==> config.mk <==
export PLATFORM = sky130hd
export DESIGN_NAME = volume_block_gather_address_gen_top
export DESIGN_NICKNAME = d
export VERILOG_FILES = /design/src/hdl/vbg_pkg.sv /design/src/hdl/vbg_front.sv /design/src/hdl/vbg_queue.sv /design/src/hdl/vbg_back.sv /design/src/hdl/volume_block_gather_address_gen_top.sv
export SDC_FILE = /design/constraint.sdc
export NUM_CORES = 2
export LEC_CHECK = 0
export CAP_MARGIN = 20
export CORE_AREA = 3 3 408 410
export DETAILED_ROUTE_END_ITERATION = 10
export DIE_AREA = 0 0 411 413
export DONT_BUFFER_PORTS = 1
export GPL_TIMING_DRIVEN = 0
export PLACE_DENSITY_LB_ADDON = 0.08
export SETUP_SLACK_MARGIN = 0.4
export SLEW_MARGIN = 5
export SYNTH_ARGS = -nofsm -noshare
export SYNTH_HDL_FRONTEND = slang
export SYNTH_SLANG_ARGS = --single-unit
==> constraint.sdc <==
create_clock -name clk -period 6.9 [get_ports clk]
set_input_delay 0.345 -clock clk [delete_from_list [all_inputs] [get_ports clk]]
set_output_delay 0.345 -clock clk [all_outputs]
set_load 0.02 [all_outputs]
==> src/hdl/vbg_pkg.sv <==
// Shared types and constants for the volume block gather address generator.
package vbg_pkg;

    localparam int AXIS_W  = 16;
    localparam int START_W = 20;
    localparam int PROD_W  = 32;
    localparam int SRC_W   = 48;
    localparam int DST_W   = 9;
    localparam int LEN_W   = 4;
    localparam int EDGE_W  = 4;
    localparam int CFG_IDX_W = 4;
    localparam int CFG_DATA_W = 16;
    localparam int QDEPTH  = 4;
    localparam int QPTR_W  = 2;
    localparam int QCNT_W  = 3;

    localparam logic [CFG_IDX_W-1:0] REG_SIZE_X   = 4'd0;
    localparam logic [CFG_IDX_W-1:0] REG_SIZE_Y   = 4'd1;
    localparam logic [CFG_IDX_W-1:0] REG_SIZE_Z   = 4'd2;
    localparam logic [CFG_IDX_W-1:0] REG_EDGE_LEN = 4'd3;

    typedef struct packed {
        logic [SRC_W-1:0]  start;
        logic [LEN_W-1:0]  nx;
        logic [LEN_W-1:0]  ny;
        logic [LEN_W-1:0]  nz;
        logic [EDGE_W-1:0] edge_len;
    } job_t;

endpackage

==> src/hdl/vbg_front.sv <==
// Front end: accepts block requests, computes clip counts and block start index.
module vbg_front
(
    input  logic                           clk,
    input  logic                           rst_n,
    input  logic                           in_valid,
    output logic                           in_stall,
    input  logic [vbg_pkg::AXIS_W-1:0]     bx,
    input  logic [vbg_pkg::AXIS_W-1:0]     by,
    input  logic [vbg_pkg::AXIS_W-1:0]     bz,
    input  logic [vbg_pkg::EDGE_W-1:0]     edge_len,
    input  logic [vbg_pkg::AXIS_W-1:0]     dx,
    input  logic [vbg_pkg::AXIS_W-1:0]     dy,
    input  logic [vbg_pkg::AXIS_W-1:0]     dz,
    input  logic [vbg_pkg::PROD_W-1:0]     prod_yz,
    output logic                           push_valid,
    input  logic                           push_ready,
    output vbg_pkg::job_t                  push_job
);

    function automatic logic [vbg_pkg::LEN_W-1:0] valid_cnt(
        input logic [vbg_pkg::START_W-1:0] start,
        input logic [vbg_pkg::AXIS_W-1:0]  ext,
        input logic [vbg_pkg::EDGE_W-1:0]  edge_v
    );
        logic [vbg_pkg::START_W-1:0] ext_w;
        logic [vbg_pkg::START_W-1:0] room;
        logic [vbg_pkg::LEN_W-1:0]   res;
        ext_w = vbg_pkg::START_W'(ext);
        room  = ext_w - start;
        if (start >= ext_w)
            res = '0;
        else if (room < vbg_pkg::START_W'(edge_v))
            res = room[vbg_pkg::LEN_W-1:0];
        else
            res = edge_v;
        return res;
    endfunction

    // stage 1: block origin
    logic                          s1_valid_reg;
    logic [vbg_pkg::START_W-1:0]   x0_reg, y0_reg, z0_reg;
    logic [vbg_pkg::EDGE_W-1:0]    edge1_reg;
    // stage 2: clip counts and partial products
    logic                          s2_valid_reg;
    logic [vbg_pkg::LEN_W-1:0]     nx_reg, ny_reg, nz_reg;
    logic [vbg_pkg::SRC_W-1:0]     xp_reg;
    logic [vbg_pkg::PROD_W-1:0]    ydz_reg;
    logic [vbg_pkg::AXIS_W-1:0]    z0s_reg;
    logic [vbg_pkg::EDGE_W-1:0]    edge2_reg;

    logic s1_ready, s2_ready, s1_load, s2_load;

    assign s2_ready = !s2_valid_reg || push_ready;
    assign s1_ready = !s1_valid_reg || s2_ready;
    assign in_stall = !s1_ready;
    assign s1_load  = in_valid && s1_ready;
    assign s2_load  = s1_valid_reg && s2_ready;

    always_ff @(posedge clk or negedge rst_n)
    begin
        if (!rst_n)
        begin
            s1_valid_reg <= 1'b0;
            s2_valid_reg <= 1'b0;
        end
        else
        begin
            if (s1_ready)
                s1_valid_reg <= in_valid;
            if (s2_ready)
                s2_valid_reg <= s1_valid_reg;
        end
    end

    always_ff @(posedge clk)
    begin
        if (s1_load)
        begin
            x0_reg    <= vbg_pkg::START_W'(bx) * vbg_pkg::START_W'(edge_len);
            y0_reg    <= vbg_pkg::START_W'(by) * vbg_pkg::START_W'(edge_len);
            z0_reg    <= vbg_pkg::START_W'(bz) * vbg_pkg::START_W'(edge_len);
            edge1_reg <= edge_len;
        end
        if (s2_load)
        begin
            nx_reg    <= valid_cnt(x0_reg, dx, edge1_reg);
            ny_reg    <= valid_cnt(y0_reg, dy, edge1_reg);
            nz_reg    <= valid_cnt(z0_reg, dz, edge1_reg);
            xp_reg    <= vbg_pkg::SRC_W'(x0_reg[vbg_pkg::AXIS_W-1:0])
                         * vbg_pkg::SRC_W'(prod_yz);
            ydz_reg   <= vbg_pkg::PROD_W'(y0_reg[vbg_pkg::AXIS_W-1:0])
                         * vbg_pkg::PROD_W'(dz);
            z0s_reg   <= z0_reg[vbg_pkg::AXIS_W-1:0];
            edge2_reg <= edge1_reg;
        end
    end

    always_comb
    begin
        push_valid        = s2_valid_reg;
        push_job.start    = xp_reg + vbg_pkg::SRC_W'(ydz_reg) + vbg_pkg::SRC_W'(z0s_reg);
        push_job.nx       = nx_reg;
        push_job.ny       = ny_reg;
        push_job.nz       = nz_reg;
        push_job.edge_len = edge2_reg;
    end

endmodule

==> src/hdl/vbg_queue.sv <==
// Short job queue between the front end and the row walker.
module vbg_queue
(
    input  logic           clk,
    input  logic           rst_n,
    input  logic           push_valid,
    output logic           push_ready,
    input  vbg_pkg::job_t  push_job,
    output logic           pop_valid,
    input  logic           pop,
    output vbg_pkg::job_t  head_job
);

    vbg_pkg::job_t                 entry_reg [vbg_pkg::QDEPTH];
    logic [vbg_pkg::QPTR_W-1:0]    wr_ptr_reg, rd_ptr_reg;
    logic [vbg_pkg::QCNT_W-1:0]    count_reg;
    logic                          do_push, do_pop;

    assign push_ready = count_reg != vbg_pkg::QCNT_W'(vbg_pkg::QDEPTH);
    assign pop_valid  = count_reg != '0;
    assign do_push    = push_valid && push_ready;
    assign do_pop     = pop && pop_valid;
    assign head_job   = entry_reg[rd_ptr_reg];

    always_ff @(posedge clk or negedge rst_n)
    begin
        if (!rst_n)
        begin
            wr_ptr_reg <= '0;
            rd_ptr_reg <= '0;
            count_reg  <= '0;
        end
        else
        begin
            if (do_push)
                wr_ptr_reg <= wr_ptr_reg + 1'b1;
            if (do_pop)
                rd_ptr_reg <= rd_ptr_reg + 1'b1;
            if (do_push && !do_pop)
                count_reg <= count_reg + 1'b1;
            else if (do_pop && !do_push)
                count_reg <= count_reg - 1'b1;
        end
    end

    always_ff @(posedge clk)
    begin
        if (do_push)
            entry_reg[wr_ptr_reg] <= push_job;
    end

endmodule

==> src/hdl/vbg_back.sv <==
// Row walker: steps through the rows of the head job and drives the output register.
module vbg_back #(
    parameter int MAX_EDGE = 8
)
(
    input  logic                          clk,
    input  logic                          rst_n,
    input  logic                          job_valid,
    input  vbg_pkg::job_t                 job,
    output logic                          job_pop,
    input  logic [vbg_pkg::AXIS_W-1:0]    dz,
    input  logic [vbg_pkg::PROD_W-1:0]    prod_yz,
    output logic                          out_valid,
    input  logic                          out_stall,
    output logic [vbg_pkg::SRC_W-1:0]     src_index,
    output logic [vbg_pkg::DST_W-1:0]     dst_offset,
    output logic [vbg_pkg::LEN_W-1:0]     copy_len,
    output logic                          last_row
);

    localparam int CW = (MAX_EDGE > 1) ? $clog2(MAX_EDGE) : 1;

    logic [CW-1:0]               lx_reg, ly_reg, lx_next, ly_next;
    logic                        fresh_reg, fresh_next;
    logic [vbg_pkg::SRC_W-1:0]   plane_reg, row_reg, plane_next, row_next;
    logic [vbg_pkg::SRC_W-1:0]   plane_cur, row_cur;
    logic [vbg_pkg::DST_W-1:0]   dst_reg, dst_next, dst_cur;
    logic                        out_valid_reg;
    logic [vbg_pkg::SRC_W-1:0]   src_reg;
    logic [vbg_pkg::DST_W-1:0]   dsto_reg;
    logic [vbg_pkg::LEN_W-1:0]   len_reg;
    logic                        last_reg;
    logic                        advance, end_x, end_y, copy;
    logic [vbg_pkg::EDGE_W-1:0]  edge_m1;

    assign advance   = job_valid && (!out_valid_reg || !out_stall);
    assign edge_m1   = job.edge_len - 4'd1;
    assign end_y     = vbg_pkg::EDGE_W'(ly_reg) == edge_m1;
    assign end_x     = vbg_pkg::EDGE_W'(lx_reg) == edge_m1;
    assign copy      = (vbg_pkg::LEN_W'(lx_reg) < job.nx) && (vbg_pkg::LEN_W'(ly_reg) < job.ny)
                       && (job.nz != '0);
    assign plane_cur = fresh_reg ? job.start : plane_reg;
    assign row_cur   = fresh_reg ? job.start : row_reg;
    assign dst_cur   = fresh_reg ? '0 : dst_reg;
    assign job_pop   = advance && end_x && end_y;

    always_comb
    begin
        lx_next    = lx_reg;
        ly_next    = ly_reg;
        fresh_next = fresh_reg;
        plane_next = plane_reg;
        row_next   = row_reg;
        dst_next   = dst_reg;
        if (advance)
        begin
            fresh_next = 1'b0;
            dst_next   = dst_cur + vbg_pkg::DST_W'(job.edge_len);
            plane_next = plane_cur;
            row_next   = row_cur + vbg_pkg::SRC_W'(dz);
            ly_next    = ly_reg + 1'b1;
            if (end_y)
            begin
                ly_next    = '0;
                lx_next    = lx_reg + 1'b1;
                plane_next = plane_cur + vbg_pkg::SRC_W'(prod_yz);
                row_next   = plane_cur + vbg_pkg::SRC_W'(prod_yz);
                if (end_x)
                begin
                    lx_next    = '0;
                    fresh_next = 1'b1;
                end
            end
        end
    end

    always_ff @(posedge clk or negedge rst_n)
    begin
        if (!rst_n)
        begin
            lx_reg        <= '0;
            ly_reg        <= '0;
            fresh_reg     <= 1'b1;
            out_valid_reg <= 1'b0;
        end
        else
        begin
            lx_reg    <= lx_next;
            ly_reg    <= ly_next;
            fresh_reg <= fresh_next;
            if (advance)
                out_valid_reg <= 1'b1;
            else if (!out_stall)
                out_valid_reg <= 1'b0;
        end
    end

    always_ff @(posedge clk)
    begin
        plane_reg <= plane_next;
        row_reg   <= row_next;
        dst_reg   <= dst_next;
        if (advance)
        begin
            src_reg  <= copy ? row_cur : '0;
            dsto_reg <= dst_cur;
            len_reg  <= copy ? job.nz : '0;
            last_reg <= end_x && end_y;
        end
    end

    assign out_valid  = out_valid_reg;
    assign src_index  = src_reg;
    assign dst_offset = dsto_reg;
    assign copy_len   = len_reg;
    assign last_row   = last_reg;

endmodule

==> src/hdl/volume_block_gather_address_gen_top.sv <==
// Top level of the volume block gather address generator.
//
// Input channel (in_valid/in_stall) transfers one block request: blk_x, blk_y,
// blk_z. Output channel (out_valid/out_stall) transfers one row descriptor per
// row of the block: edge_len*edge_len descriptors per request, x-major, with
// last_row set on the final one. Rows outside the volume have copy_len 0 and
// src_index 0.
// Throughput: one descriptor per cycle from the row walker while a job is queued
// and out_stall is low; requests follow each other with no gap.
// The first descriptor passes the front stage 1 and stage 2 registers, the job
// queue and the output register.
// A four-entry job queue decouples the front end, which keeps taking requests
// while the walker works, from the walker.
// Out_stall holds the output register; the walker and then the front end
// back up behind it without losing anything.
// Reset clears the pipeline, the queue and the walker and sets the registers
// to size 1x1x1 and edge 8. Configuration writes (cfg_we) are taken any time
// and must be made while the block is idle.
module volume_block_gather_address_gen_top #(
    parameter int MAX_EDGE   = 8
)
(
    input  logic                              clk,
    input  logic                              rst_n,
    input  logic                              in_valid,
    output logic                              in_stall,
    input  logic [vbg_pkg::AXIS_W-1:0]        blk_x,
    input  logic [vbg_pkg::AXIS_W-1:0]        blk_y,
    input  logic [vbg_pkg::AXIS_W-1:0]        blk_z,
    output logic                              out_valid,
    input  logic                              out_stall,
    output logic [vbg_pkg::SRC_W-1:0]         src_index,
    output logic [vbg_pkg::DST_W-1:0]         dst_offset,
    output logic [vbg_pkg::LEN_W-1:0]         copy_len,
    output logic                              last_row,
    input  logic                              cfg_we,
    input  logic [vbg_pkg::CFG_IDX_W-1:0]     cfg_index,
    input  logic [vbg_pkg::CFG_DATA_W-1:0]    cfg_data
);

    localparam logic [vbg_pkg::EDGE_W-1:0] MAXE = vbg_pkg::EDGE_W'(MAX_EDGE);

    logic [vbg_pkg::AXIS_W-1:0]   size_x_reg, size_y_reg, size_z_reg;
    logic [vbg_pkg::EDGE_W-1:0]   edge_reg, edge_eff;
    logic [vbg_pkg::AXIS_W-1:0]   dx, dy, dz;
    logic [vbg_pkg::PROD_W-1:0]   prod_reg;

    logic           push_valid, push_ready, pop_valid, pop;
    vbg_pkg::job_t  push_job, head_job;

    always_ff @(posedge clk or negedge rst_n)
    begin
        if (!rst_n)
        begin
            size_x_reg <= 16'd1;
            size_y_reg <= 16'd1;
            size_z_reg <= 16'd1;
            edge_reg   <= 4'd8;
        end
        else if (cfg_we)
        begin
            case (cfg_index)
                vbg_pkg::REG_SIZE_X:   size_x_reg <= cfg_data;
                vbg_pkg::REG_SIZE_Y:   size_y_reg <= cfg_data;
                vbg_pkg::REG_SIZE_Z:   size_z_reg <= cfg_data;
                vbg_pkg::REG_EDGE_LEN: edge_reg   <= cfg_data[vbg_pkg::EDGE_W-1:0];
                default: ;
            endcase
        end
    end

    assign dx = size_x_reg;
    assign dy = size_y_reg;
    assign dz = size_z_reg;

    always_comb
    begin
        if (edge_reg == '0)
            edge_eff = 4'd1;
        else if (edge_reg > MAXE)
            edge_eff = MAXE;
        else
            edge_eff = edge_reg;
    end

    // y-z plane size
    always_ff @(posedge clk)
    begin
        prod_reg <= vbg_pkg::PROD_W'(dy) * vbg_pkg::PROD_W'(dz);
    end

    vbg_front u_front (
        .clk        (clk),
        .rst_n      (rst_n),
        .in_valid   (in_valid),
        .in_stall   (in_stall),
        .bx         (blk_x),
        .by         (blk_y),
        .bz         (blk_z),
        .edge_len   (edge_eff),
        .dx         (dx),
        .dy         (dy),
        .dz         (dz),
        .prod_yz    (prod_reg),
        .push_valid (push_valid),
        .push_ready (push_ready),
        .push_job   (push_job)
    );

    vbg_queue u_queue (
        .clk        (clk),
        .rst_n      (rst_n),
        .push_valid (push_valid),
        .push_ready (push_ready),
        .push_job   (push_job),
        .pop_valid  (pop_valid),
        .pop        (pop),
        .head_job   (head_job)
    );

    vbg_back #(
        .MAX_EDGE (MAX_EDGE)
    ) u_back (
        .clk        (clk),
        .rst_n      (rst_n),
        .job_valid  (pop_valid),
        .job        (head_job),
        .job_pop    (pop),
        .dz         (dz),
        .prod_yz    (prod_reg),
        .out_valid  (out_valid),
        .out_stall  (out_stall),
        .src_index  (src_index),
        .dst_offset (dst_offset),
        .copy_len   (copy_len),
        .last_row   (last_row)
    );

endmodule

==> key figures <==
Setup path
  • Required time worst endpoint: 7350 ps
  • Crit path DAT: 7200 ps
  • Worst Reg-to-Reg Cells: 26
  • CP max stage cell: edfxtp_1
  • RR Startpoint: u_front.x0_reg[12]$_DFFE_PP_
  • Reg-to-reg endpoint: u_front.xp_reg[41]$_DFFE_PP_
  • Top delay family on crit path: adder cells
  • CP Max Fanout: 10
  • Crit end category: flop
  • Crit start category: flop
  • Top cell by count, worst path: fa_1
  • Crit path kind: reg -> reg
  • Slowest stage delay, CP: 590 ps
  • CP Buf/Inv Count: 9
  • Reg-to-reg slack, setup: 150 ps

Clock tree
  • TritonCTS Buffers: 84
  • Clock transition at path regs: 60 ps
  • CTS tree: done
  • Clk buf depth: 3
  • Clk root buf: clkbuf_16
  • Worst-skew pair later-pin latency: 710 ps
  • Clock sink count: 700
  • H-Tree Depth: 3

Outcome
  • Status: finished clean

STA
  • Post-route minimum period: 6750 ps
  • Least-Margin Pin Slew: 1070 ps
  • Worst clock skew: 54.1 ps
  • Final Hold Viols: 0
  • Unrepaired setup endpoints after global routing: yes
  • Final worst path period share: 97.9%
  • Final Max Slew Viols: 0
  • Slew margin rel.: 28.8%
  • Fmax: 0.148 GHz
  • Final setup vio count: 0

Global route
  • Total Routing Usage GR: 28.6%
  • Vias in the first global route: 54936
  • First-pass GRT wire length: 357 mm
  • Initial antenna violation count: 18
  • Global-route congestion overflow total: 0
  • Pin count of the biggest net entering global routing: 91

Logic synthesis
  • Post-synthesis async set-or-reset flop share: 9.86%
  • Average size of a mapped cell: 10.2 um2
  • Synth unique cells: 111
  • Mapped Area: 73300 um2
  • Post-synthesis sequential area ratio: 27.8%
  • FF+latch count, synth: 700
  • Top_reg_cell synth: edfxtp_1
  • Synth Net Count: 8771
  • Syn. warnings: 0
  • Post-synth EDFFs: 599
  • Synth Instances: 7218

Floorplan
  • IO Count: 137
  • Die width: 411 um
  • Core ar.: 163000 um2
  • Chip height: 413 um
  • Row count: 148
  • Total die area: 170000 um2
  • Initial core utilization: 45.0%

Finish
  • P&R area growth vs syn: 14.1%
  • Layout cell share with drive strength beyond 1: 13.5%
  • NumNets Final: 9112
  • Fillers: 14950
  • Final Non-Filler Cells: 9812
  • Largest register FFs: 256

Drt
  • DRT iter0 DRCs: 3916
  • Drt wl/cell: 24.6 um
  • Via density: 5.46
  • Routed wire length: 241 mm
  • DRC viols: 0
  • Post-route ant nets: 0
  • Via Count: 53582
  • TritonRoute pass-1 iters: 5

Flow run
  • Max cap viols: 0

Placement
  • Routability Congestion: 0.965
  • Hpwl dp: 193 mm
  • Dpl cells: 9413
  • IO Port Bufs: 0

Worst hold path
  • Hold Startpoint: in_valid
  • Worst Hold End: u_front.z0_reg[19]$_DFFE_PP_
  • Hold Path Depth: 1
  • Hold crit path type: in -> reg
-- metal layers --
metal / track usage, % / routed length, um
met1: 38.3 / 102000
met2: 45.2 / 109000
met3: 4.88 / 15900
met4: 13.5 / 13800
met5: 0 / 43
-- layout make-up --
type                       instances  area [um2]  share of cell area, %
clock inverter                    54         749                  0.896
antenna                           10        25.0                 0.0299
multi-input combinational       5047       48500                   58.0
clock buffer                     100        2200                   2.63
inverter                        1206        4530                   5.42
sequential                       700       20500                   24.5
buffer                           265        2040                   2.44
timing repair buffer             255        2370                   2.84
tap                             2175        2720                   3.25
-- Yosys cell counts, types with 47 or more instances --
library cell	n	area share, %
a211oi_1	47	0.48
a21o_1	124	1.3
a21oi_1	240	1.6
and2_1	485	4.1
clkbuf_1	225	1.2
dfrtp_1	64	2.2
edfxtp_1	599	25
fa_1	914	25
ha_1	566	9.7
inv_1	1205	6.2
mux2_2	66	1.0
mux2i_1	48	0.66
mux4_2	62	1.9
nand2_1	966	4.9
nand3_1	74	0.51
nor2_1	284	1.5
nor2b_1	59	0.50
nor3_1	50	0.34
o21ai_0	148	1.0
o21ai_1	58	0.40
xnor2_1	206	2.5
xor2_1	105	1.3
-- timing repair --
item,CTS,global route
hold buffers,30,0
endpoints found under the setup margin,137,72
setup buffers,122,81
cloned,1,1
resized for setup,517,289
hold endpoints to repair,129,0
pin swaps,74,104
-- worst max path at each step --
stage	from	endpoint	slack [ps]	depth (start not counted)
floorplan	dz[1]$_DFFE_PN0P_	u_front.ydz_reg[31]$_DFFE_PP_	410	23
global placement	u_queue.count_reg[0]$_DFFE_PN0P_	u_queue.count_reg[2]$_DFFE_PN0P_	-2550	10
detailed placement	dz[6]$_DFFE_PN0P_	u_front.ydz_reg[30]$_DFFE_PP_	-1210	21
CTS	u_front.x0_reg[5]$_DFFE_PP_	u_front.xp_reg[45]$_DFFE_PP_	190	24
global route	u_front.x0_reg[9]$_DFFE_PP_	u_front.xp_reg[45]$_DFFE_PP_	-8	26
finish	u_front.x0_reg[12]$_DFFE_PP_	u_front.xp_reg[41]$_DFFE_PP_	150	26
-- cells in the final DEF, fill, tap and decap left out, drive strengths merged, types with 15 or more instances in the layout --
master / Yosys / final
a2111oi: 16 / 16
a211oi: 50 / 50
a21boi: 15 / 15
a21o: 124 / 124
a21oi: 240 / 240
a31oi: 28 / 28
and2: 485 / 485
and3: 33 / 33
buf: 40 / 310
clkbuf: 225 / 280
clkinv: 1 / 34
dfrtp: 64 / 64
dfxtp: 32 / 32
dlygate4sd3: 0 / 29
edfxtp: 599 / 599
fa: 914 / 914
ha: 566 / 566
inv: 1205 / 1210
mux2: 72 / 72
mux2i: 50 / 50
mux4: 64 / 64
nand2: 967 / 967
nand2b: 39 / 39
nand3: 75 / 75
nand4: 33 / 33
nor2: 285 / 285
nor2b: 59 / 59
nor3: 52 / 52
nor4: 21 / 21
o211ai: 24 / 24
o21a: 45 / 45
o21ai: 208 / 208
o21bai: 34 / 34
o31ai: 21 / 21
or2: 17 / 17
or3: 17 / 17
xnor2: 207 / 207
xor2: 105 / 105
-- per-stage QoR --
stage          cell area [um2]  util, %  worst slack [ps]  TNS, ps  hold WS [ps]
3_5_place_dp             76500     47.0             -1210   -42800          55.7
4_1_cts                  82300     50.5               191        0          15.9
6_report                 83600     51.4               148        0          69.3
5_1_grt                  83600     51.4             -7.83    -7.83          38.0
3_3_place_gp             76000     46.7             -2550  -532680          54.5
2_1_floorplan            73300        -               406        0          49.4
-- cells by family after synthesis --
group           synth area share [%]
fa+ha+maj                       34.6
buf+inv                         7.65
flops                           27.8
simple gates                    13.9
xor+xnor                        3.74
compound gates                  8.52
mux                             3.77
Power is left out: the tool's default activity adds up to more than one toggle a clock period on the data nets, which glitch-free logic cannot reach.
